<file path="src/hw/rtl/swfd_pkg.sv">
// Shared types and constants for the sync word frame deframer.
// No dependencies.
package swfd_pkg;

  localparam logic [31:0] SYNC_RESET_VALUE = 32'h7FF0_1CAF;
  localparam int unsigned WORD_COUNT = 4;
  localparam logic [3:0] LAST_INDEX = 4'd15;
  localparam logic [2:0] FILL_FULL = 3'd4;

  typedef logic [7:0] byte_t;
  typedef logic [31:0] word_t;

  typedef struct packed {
    logic hunt;
    logic gather;
    logic restart;
  } swfd_step_t;

  typedef struct packed {
    word_t rate_z_bits;
    word_t rate_y_bits;
    word_t rate_x_bits;
    word_t frame_counter;
  } swfd_result_t;

endpackage

</file>
<file path="src/hw/rtl/swfd_hunt.sv">
// Sync hunt: four-byte sliding window and compare against the sync word.
// Depends on swfd_pkg.
module swfd_hunt import swfd_pkg::*; (
  input  logic       clk,
  input  logic       rst_n,
  input  swfd_step_t step,
  input  byte_t      data_byte,
  input  word_t      sync_word,
  output logic       match
);

  word_t      window_r, window_nxt;
  logic [2:0] fill_r, fill_nxt;

  always_comb begin
    window_nxt = window_r;
    fill_nxt   = fill_r;
    if (step.restart) begin
      window_nxt = '0;
      fill_nxt   = '0;
    end else if (step.hunt) begin
      window_nxt = {window_r[23:0], data_byte};
      if (fill_r < FILL_FULL) begin
        fill_nxt = fill_r + 3'd1;
      end
    end
  end

  assign match = step.hunt && (fill_nxt == FILL_FULL) && (window_nxt == sync_word);

  always_ff @(posedge clk) begin
    if (!rst_n) begin
      window_r <= '0;
      fill_r   <= '0;
    end else begin
      window_r <= window_nxt;
      fill_r   <= fill_nxt;
    end
  end

endmodule

</file>
<file path="src/hw/rtl/swfd_gather.sv">
// Payload gather: assembles sixteen bytes into four big-endian words.
// Depends on swfd_pkg.
module swfd_gather import swfd_pkg::*; (
  input  logic         clk,
  input  logic         rst_n,
  input  swfd_step_t   step,
  input  byte_t        data_byte,
  output logic         last,
  output swfd_result_t result
);

  logic [3:0] index_r, index_nxt;
  word_t      words_r [WORD_COUNT];
  logic [1:0] slot;

  assign slot      = index_r[3:2];
  assign index_nxt = index_r + 4'd1;
  assign last      = step.gather && (index_r == LAST_INDEX);

  // Final word completes with the current byte
  assign result.frame_counter = words_r[0];
  assign result.rate_x_bits   = words_r[1];
  assign result.rate_y_bits   = words_r[2];
  assign result.rate_z_bits   = {words_r[3][23:0], data_byte};

  always_ff @(posedge clk) begin
    if (!rst_n) begin
      index_r <= '0;
    end else if (step.gather) begin
      index_r <= index_nxt;
    end
  end

  always_ff @(posedge clk) begin
    if (step.gather) begin
      words_r[slot] <= {words_r[slot][23:0], data_byte};
    end
  end

endmodule

</file>
<file path="src/hw/rtl/sync_word_frame_deframer.sv">
// Sync word frame deframer top: input register, hunt and gather, result register.
// Depends on swfd_pkg, swfd_hunt and swfd_gather.
// out_tvalid rises after the last payload byte passes the input and result registers.
// Throughput: one byte per cycle; a result waiting for out_tready holds the input.
// Reset: sync word returns to 0x7FF01CAF, the block starts hunting with an empty window.
// The payload word store is not cleared; every word is written before it is read.
module sync_word_frame_deframer import swfd_pkg::*; (
  input  logic         clk,
  input  logic         rst_n,
  input  logic         in_tvalid,
  output logic         in_tready,
  input  logic [7:0]   in_tdata,   // [7:0] data_byte
  output logic         out_tvalid,
  input  logic         out_tready,
  output logic [127:0] out_tdata,  // [31:0] frame_counter, [63:32] rate_x_bits,
                                   // [95:64] rate_y_bits, [127:96] rate_z_bits
  input  logic         cfg_valid,
  output logic         cfg_ready,
  input  logic [31:0]  cfg_data
);

  word_t        sync_word_r;
  logic         in_valid_r;
  byte_t        in_byte_r;
  logic         in_frame_r, in_frame_nxt;
  logic         out_valid_r;
  swfd_result_t out_data_r;

  logic         advance;
  logic         process;
  logic         hunt_match;
  logic         gather_last;
  logic         res_load;
  swfd_step_t   step;
  swfd_result_t result;

  assign cfg_ready = 1'b1;

  assign advance   = !out_valid_r || out_tready;
  assign process   = in_valid_r && advance;
  assign in_tready = !in_valid_r || advance;

  assign step.hunt    = process && !in_frame_r;
  assign step.gather  = process && in_frame_r;
  assign step.restart = gather_last;
  assign res_load     = gather_last;

  always_comb begin
    in_frame_nxt = in_frame_r;
    if (hunt_match) begin
      in_frame_nxt = 1'b1;
    end else if (gather_last) begin
      in_frame_nxt = 1'b0;
    end
  end

  swfd_hunt u_hunt (
    .clk       (clk),
    .rst_n     (rst_n),
    .step      (step),
    .data_byte (in_byte_r),
    .sync_word (sync_word_r),
    .match     (hunt_match)
  );

  swfd_gather u_gather (
    .clk       (clk),
    .rst_n     (rst_n),
    .step      (step),
    .data_byte (in_byte_r),
    .last      (gather_last),
    .result    (result)
  );

  always_ff @(posedge clk) begin
    if (!rst_n) begin
      sync_word_r <= SYNC_RESET_VALUE;
      in_valid_r  <= 1'b0;
      in_frame_r  <= 1'b0;
      out_valid_r <= 1'b0;
    end else begin
      if (cfg_valid && cfg_ready) begin
        sync_word_r <= cfg_data;
      end
      if (in_tready) begin
        in_valid_r <= in_tvalid;
      end
      in_frame_r <= in_frame_nxt;
      if (res_load) begin
        out_valid_r <= 1'b1;
      end else if (out_tready) begin
        out_valid_r <= 1'b0;
      end
    end
  end

  always_ff @(posedge clk) begin
    if (in_tvalid && in_tready) begin
      in_byte_r <= in_tdata;
    end
    if (res_load) begin
      out_data_r <= result;
    end
  end

  assign out_tvalid = out_valid_r;
  assign out_tdata  = out_data_r;

  a_no_match_in_frame: assert property (@(posedge clk) disable iff (!rst_n)
    !(hunt_match && gather_last))
    else $error("sync match and frame end in the same cycle");

  a_load_in_frame: assert property (@(posedge clk) disable iff (!rst_n)
    res_load |-> (in_frame_r && process))
    else $error("result loaded outside a frame");

  a_hunt_after_result: assert property (@(posedge clk) disable iff (!rst_n)
    res_load |=> !in_frame_r)
    else $error("frame not closed after result");

  a_frame_entry: assert property (@(posedge clk) disable iff (!rst_n)
    $rose(in_frame_r) |-> $past(hunt_match))
    else $error("frame entered without sync match");

  a_no_overwrite: assert property (@(posedge clk) disable iff (!rst_n)
    (out_valid_r && !out_tready) |-> !res_load)
    else $error("pending result overwritten");

endmodule
</file>
<file path="config.mk">
export PLATFORM = sky130hd
export DESIGN_NAME = sync_word_frame_deframer
export DESIGN_NICKNAME = d
export VERILOG_FILES = /design/src/hw/rtl/swfd_pkg.sv /design/src/hw/rtl/swfd_hunt.sv /design/src/hw/rtl/swfd_gather.sv /design/src/hw/rtl/sync_word_frame_deframer.sv
export SDC_FILE = /design/constraint.sdc
export NUM_CORES = 1
export LEC_CHECK = 0
export ABC_CLOCK_PERIOD_IN_PS = 5500
export BUFFER_PORTS_ARGS = -buffer_cell sky130_fd_sc_hd__clkbuf_2
export CORE_MARGIN = 2
export CORE_UTILIZATION = 56
export CTS_CLUSTER_SIZE = 20
export DETAILED_ROUTE_END_ITERATION = 8
export PLACE_DENSITY = 0.77
export SYNTH_ARGS = -nofsm -noshare
export SYNTH_HDL_FRONTEND = slang
export SYNTH_SLANG_ARGS = --single-unit
export TNS_END_PERCENT = 30
</file>
<file path="constraint.sdc">
create_clock -name clk -period 5.5 [get_ports clk]
set_clock_uncertainty 0.2 [all_clocks]
set_input_delay 0.825 -clock clk [delete_from_list [all_inputs] [get_ports clk]]
set_output_delay 0.825 -clock clk [all_outputs]
set_load 0.005 [all_outputs]
</file>
After elaboration in Yosys (flattened, before gate mapping)
Memories as Yosys holds them, arrays and structs flattened. A register that Yosys moved wholly into a read port is not among the register bits.
Index checks and enable logic that the tools add are counted.
{"block": "totals", "ff_bits": 114, "ramBits": 128, "in_bits": 45, "output_inout_bits": 131, "wordCells": 43, "n_memories": 1}
{"name": "u_gather.words_r", "depth": 4, "width": 32, "read_ports": 5, "rd_clocked_by_memory_dff": 5, "wr": 1, "line": "swfd_gather.sv:13", "source": "word_t words_r [WORD_COUNT];"}
{"block": "classes", "addsub": 2, "n_lt_le_gt_ge": 1, "eq_ne": 3, "mux": 13, "reduce_logical": 14}
{"op": "32-bit two-way mux", "n": 2}
{"op": "32-bit == test", "n": 1}
{"op": "3-bit two-way mux", "n": 3}
{"op": "1-bit logical AND", "n": 7}
{"op": "1-bit two-way mux", "n": 6}
{"op": "4-bit by 1-bit adder with 4-bit output, second input constant", "n": 1}
{"op": "4-bit == test, second input constant", "n": 1}
{"op": "2-bit two-way mux", "n": 2}
{"op": "2-bit nonzero test", "n": 2}
{"op": "3-bit by 1-bit adder with 3-bit output, second input constant", "n": 1}
{"op": "3-bit == test, second input constant", "n": 1}
{"op": "1-bit zero test", "n": 3}
{"op": "3-bit < comparator, second input constant", "n": 1}
{"op": "1-bit logical OR", "n": 2}

Depth between registers and ports, before layout
{"block": "depth", "word_depth": 10, "mapped_depth": 12, "ltp_nobuf": 9}

By module
From an unflattened synthesis, not the netlist that was laid out.
{"block": "hier_totals", "hier_cells": 654, "area_unflattened_um2": 11941.5}
{"mod": "sync_word_frame_deframer", "n_inst": 1, "cells_per_inst": 255, "area_per_inst_um2": 5405.2}
{"mod": "swfd_gather", "n_inst": 1, "cells_per_inst": 183, "area_per_inst_um2": 4538.1}
{"mod": "swfd_hunt", "n_inst": 1, "cells_per_inst": 216, "area_per_inst_um2": 1998.2}

Least setup slack after synthesis
OpenSTA, ideal clock, no wires.
{"block": "synth_path", "path_type": "input port to flip-flop", "from": "in out_tready", "to": "mem u_gather.words_r[2][0] in the netlist's numbering (enable)", "t_arrival_ns": 3.579, "t_required_ns": 4.832, "path_slack_ns": 1.253, "cell_stages": 3, "path_buffers": 0, "path_cell_list": "nand2b_1 nand3_1 nor3b_1"}
{"block": "synth_between", "elab_chain_len": 5}
{"item": "start: declaration", "line": "sync_word_frame_deframer.sv:14", "source": "input logic out_tready,"}
{"item": "1-bit logical OR", "line": "sync_word_frame_deframer.sv:39", "source": "assign advance = !out_valid_r || out_tready;"}
{"item": "1-bit logical AND", "line": "sync_word_frame_deframer.sv:40", "source": "assign process = in_valid_r && advance;"}
{"item": "1-bit logical AND", "line": "sync_word_frame_deframer.sv:44", "source": "assign step.gather = process && in_frame_r;"}
{"item": "1-bit two-way mux", "line": "swfd_gather.sv:35", "source": "if (step.gather) begin"}
{"item": "1-bit two-way mux (implied by the code)", "line": "swfd_gather.sv:36", "source": "words_r[slot] <= {words_r[slot][23:0], data_byte};"}
{"item": "end: declaration", "line": "swfd_gather.sv:13"}
No other way between the ends.

Worst setup path in the final report
{"block": "layout_path", "from": "reg in_frame_r", "to": "reg in_frame_r"}
{"block": "layout_between", "elab_chain_len": 8, "word_cells_on_any_way": 14, "cone_classes": "eq/ne (2); mux (5); reduce/logical (7)"}
{"item": "start: declaration", "line": "sync_word_frame_deframer.sv:25", "source": "logic in_frame_r, in_frame_nxt;"}
{"item": "start signal: assignment", "line": "sync_word_frame_deframer.sv:88", "source": "in_frame_r <= in_frame_nxt;"}
{"item": "branches (longest 8 deep; another with 32-bit two-way mux)"}
Several ways; the timed one is not identified.
A chain may end at the register's enable or synchronous reset.

==> results list <==
* Worst-case clock buffer depth: 3
- 176 I/O pins were placed.
- Switching power share of the total: 19.8%
- Power density cells: 357 nW/µm²
* Final Cell Area: approximately 14,000 µm²
- Net count after synthesis: ~770
* Synthesis-to-finish area growth: 18.5%
- Non-filler cells, final: 1,201
- DRT Pass-1 Iters: 5
- Across the VDD grid, the largest voltage drop is between 0.15 and 0.2 mV.
- Worst-Skew Late Latency: roughly 0.56 ns
* Fin util: about two thirds
- For the pin with the worst max-slew slack, the measured transition is about 1.1 ns.
- At the worst endpoint, the required time is about 5.8 ns.
* H-tree depth reported by CTS: 1
* Gate count of the mapped netlist: between 700 and 800
- Signal arrival time at the worst endpoint: 3.58 ns
- For this run, design rule violations remaining after detail routing come to 0.
- Antenna violations before repair: 0
* Lkg Pwr: ~5 nW
* Worst setup path category: reg2reg
- Number of enable-type register cells in the synthesized netlist: 256
- Placed Cells incl. Taps: 1,144
- Summed over its instances, the top area cell type makes up between 60% and 70% of the synthesized netlist area.
* Via-to-Cell Ratio: about 5.7
- Placeable core area: ~21,000 µm²
- Sequential fraction of design power: between 50% and 60%
* Aggregate global-route resource usage: approximately 23%
- The first global-routing pass estimated around 39,000 µm of wire.
- STA classifies the critical path endpoint as a register.
* Total standard cell area after synthesis: ~12,000 µm²
* Number of hold buffers added after CTS: 0
* Setup WS post-layout: ~2.2 ns
* GPL Wtd Cong: 0.851
- Clock tree root driver cell: sky130_fd_sc_hd__clkbuf_16
* Worst min-delay path category: reg2reg
- The hold violation total from the final report was 0.
- Floorplan die height: between 150 and 200 µm
- Post-route clock period utilization: 60.3%
- In the synthesized netlist the dominant register cell turns out to be sky130_fd_sc_hd__edfxtp_1.
- After the last flow step, the layout net total stands at around 950.
- Summed over all failing endpoints, the final setup total negative slack is 0 ns.
- Leaving out fill and tap cells, the most frequent cells in the layout are sky130_fd_sc_hd__edfxtp_1 (256), sky130_fd_sc_hd__clkbuf_2 (174), sky130_fd_sc_hd__dfxtp_1 (75).
- For this configuration, the core starts out at a cell density of 56.9%.
* Flop and latch count out of synthesis: 332
- The library cell used most frequently in the layout, excluding fill and tap cells, is sky130_fd_sc_hd__edfxtp_1.
- The die covers 22,600 µm².
* Floorplan row count: 53
- Among all stages on the critical path, the largest delay is contributed by sky130_fd_sc_hd__nor2_4.
- Post-Route WL: between 20,000 and 30,000 µm
- Die Span X: about 150 µm
* Initial drt markers: 626
* Ant. Diodes: 0
- For this run, the slowest stage of the critical path takes a little under 0.8 ns.
- In this run the post-CTS setup repair buffer count came out at 0.
- Count of warnings emitted by yosys: 0
- Number of gates resized after cts: 0
* Mean instance size in the synthesized netlist: 16.6 µm²
* Share of async-settable or async-resettable flops after synthesis: 0%
- Entering global routing, the biggest net connects 78 pins.
- The count of nets left with antenna violations once routing finished came out at 0.
* Sequential share of the synthesized area: between 70% and 80%
* Number of endpoints failing setup at the final stage: 0
* Peak fanout along the critical path: 36
* Post-Place Cell Area: between 10,000 and 15,000 µm²
* Yosys top cell by area: sky130_fd_sc_hd__edfxtp_1
- Final Critical Period: around 3.3 ns
- Crit path cell chain: nand2b_1 > nor2_4 > mux2i_1 > o22ai_1 > nor3_1 > o221ai_2 > or4_1 > o31ai_2
- TritonCTS clock tree: done
- The HPWL after detailed placement is about 15,000 µm.
* Critical Path Source Type: register
* Largest cells by area after synthesis: sky130_fd_sc_hd__edfxtp_1 (64%), sky130_fd_sc_hd__dfxtp_1 (13%), sky130_fd_sc_hd__mux4_2 (4.5%)
* Reported net switching power: approximately 1.0 mW
* Outcome: finished, final reports clean
* Final Max Tran Viols: 0
- Grt ovf: 0
- Measured against its own limit, the worst slew margin works out to 26.9%.
- Combinational share of power: under 10%
- Setup repair after global routing missed its margin: no
- Achievable clock frequency: just over 300 MHz
- Count of clock tree sinks: 332
- Routed WL per cell: roughly 21 µm
- Detailed routing inserted a total of around 6,900 vias.
* Number of buffers added on ports: roughly 170
- Share of total power in the clock network: 44.1%
- Max-cap violations in this run came to 0.
- After clock tree synthesis, the clock-pin slew on the worst setup and hold paths is 0.06 ns.
- Proportion of layout cells with a drive suffix above 1: between 20 and 30%
- The number of clock buffers added by TritonCTS is 31.
* FILL cells: ~1,400
- The internal power of the cells totals between 4 and 5 mW.
- Post-synth cell types: 58
* Number of global-route vias before repair: around 6,500
- Setup slack after placement: approximately 1.8 ns
-- final timing paths --
kind / startpoint / to / slack, ns / cells past startpoint
min reg2reg: u_gather.words_r[2][29] / out_tdata[93] / 0.22 / 0
min: u_gather.words_r[2][29] / out_tdata[93] / 0.22 / 0
max: in_frame_r / in_frame_r / 2.19 / 8
max reg2reg: in_frame_r / in_frame_r / 2.19 / 8
-- final cells by class --
class,count,area [µm²],share of cell area (%)
clock buffers,36,835,5.88
flip-flops and latches,332,9210,64.9
inverters,14,57.6,0.406
clock inverters,21,241,1.70
repair buffers,181,923,6.51
multi-input cells,342,2570,18.1
well taps,275,344,2.43
-- critical path, delay by kind of cell, from the launching register on --
kind	cells	cell delay, ns
multiplexers	1	0.42
flip-flops	1	0.35
AND/OR/NAND/NOR	4	1.82
AO/OA/AOI/OAI	3	0.43
-- power by group through the flow --
stage | Sequential (mW) | Clock (mW) | Combinational (mW)
final | 2.72 | 2.23 | 0.114
after floorplan | 2.76 | 0 | 0.0845
after CTS | 2.72 | 2.25 | 0.114
after detailed placement | 2.78 | 0 | 0.113
after global placement | 2.78 | 0 | 0.111
after global routing | 2.72 | 2.35 | 0.126
-- synth_stat cells, drive strengths merged, types with 2 or more instances --
library cell,number
nor2b,17
clkbuf,16
mux2i,49
a21boi,5
nor2,44
nand2,52
xnor2,7
and2,3
nor3,10
o311a,2
nand2b,8
o21ai,24
o311ai,2
or4,2
nand3,9
ha,2
o22ai,6
or3,2
nand4,4
or2,3
edfxtp,256
a21oi,28
nor3b,5
nand4b,3
o211ai,5
nand3b,3
inv,14
xor2,4
dfxtp,76
buf,15
mux4,24
o221ai,2
-- stage by stage --
stage               power [mW]  hold slack (ns)
floorplan                 2.85            0.200
detailed placement        2.89            0.205
CTS                       5.09            0.222
global route              5.20            0.221
global placement          2.89            0.201
finish                    5.07            0.218
-- registers in the layout, summed over array words and instances, names as in the netlist, named ones only --
register	cells
out_tvalid	1
in_byte_r	8
u_gather.words_r	120
out_tdata	128
in_frame_r	1
u_hunt.fill_r	3
u_gather.index_r	4
in_valid_r	1
u_hunt.window_r	32
sync_word_r	32
-- routing by layer --
layer  part of all wire, %  vias up  track usage (%)
met3                   8.1       43             3.18
li1                      -     3089                -
met4                   1.9        0             5.00
met5                     0        -                0
met2                    49      366             38.5
met1                    41     3358             32.1
-- cells by family after synthesis --
group | synth area share, %
simple gates | 6.99
fa+ha+maj | 0.209
other cells | 0.0313
buf+inv | 1.72
flops | 76.9
xor+xnor | 0.805
compound gates | 4.59
mux | 8.72
(Power assumes the default switching activity.)
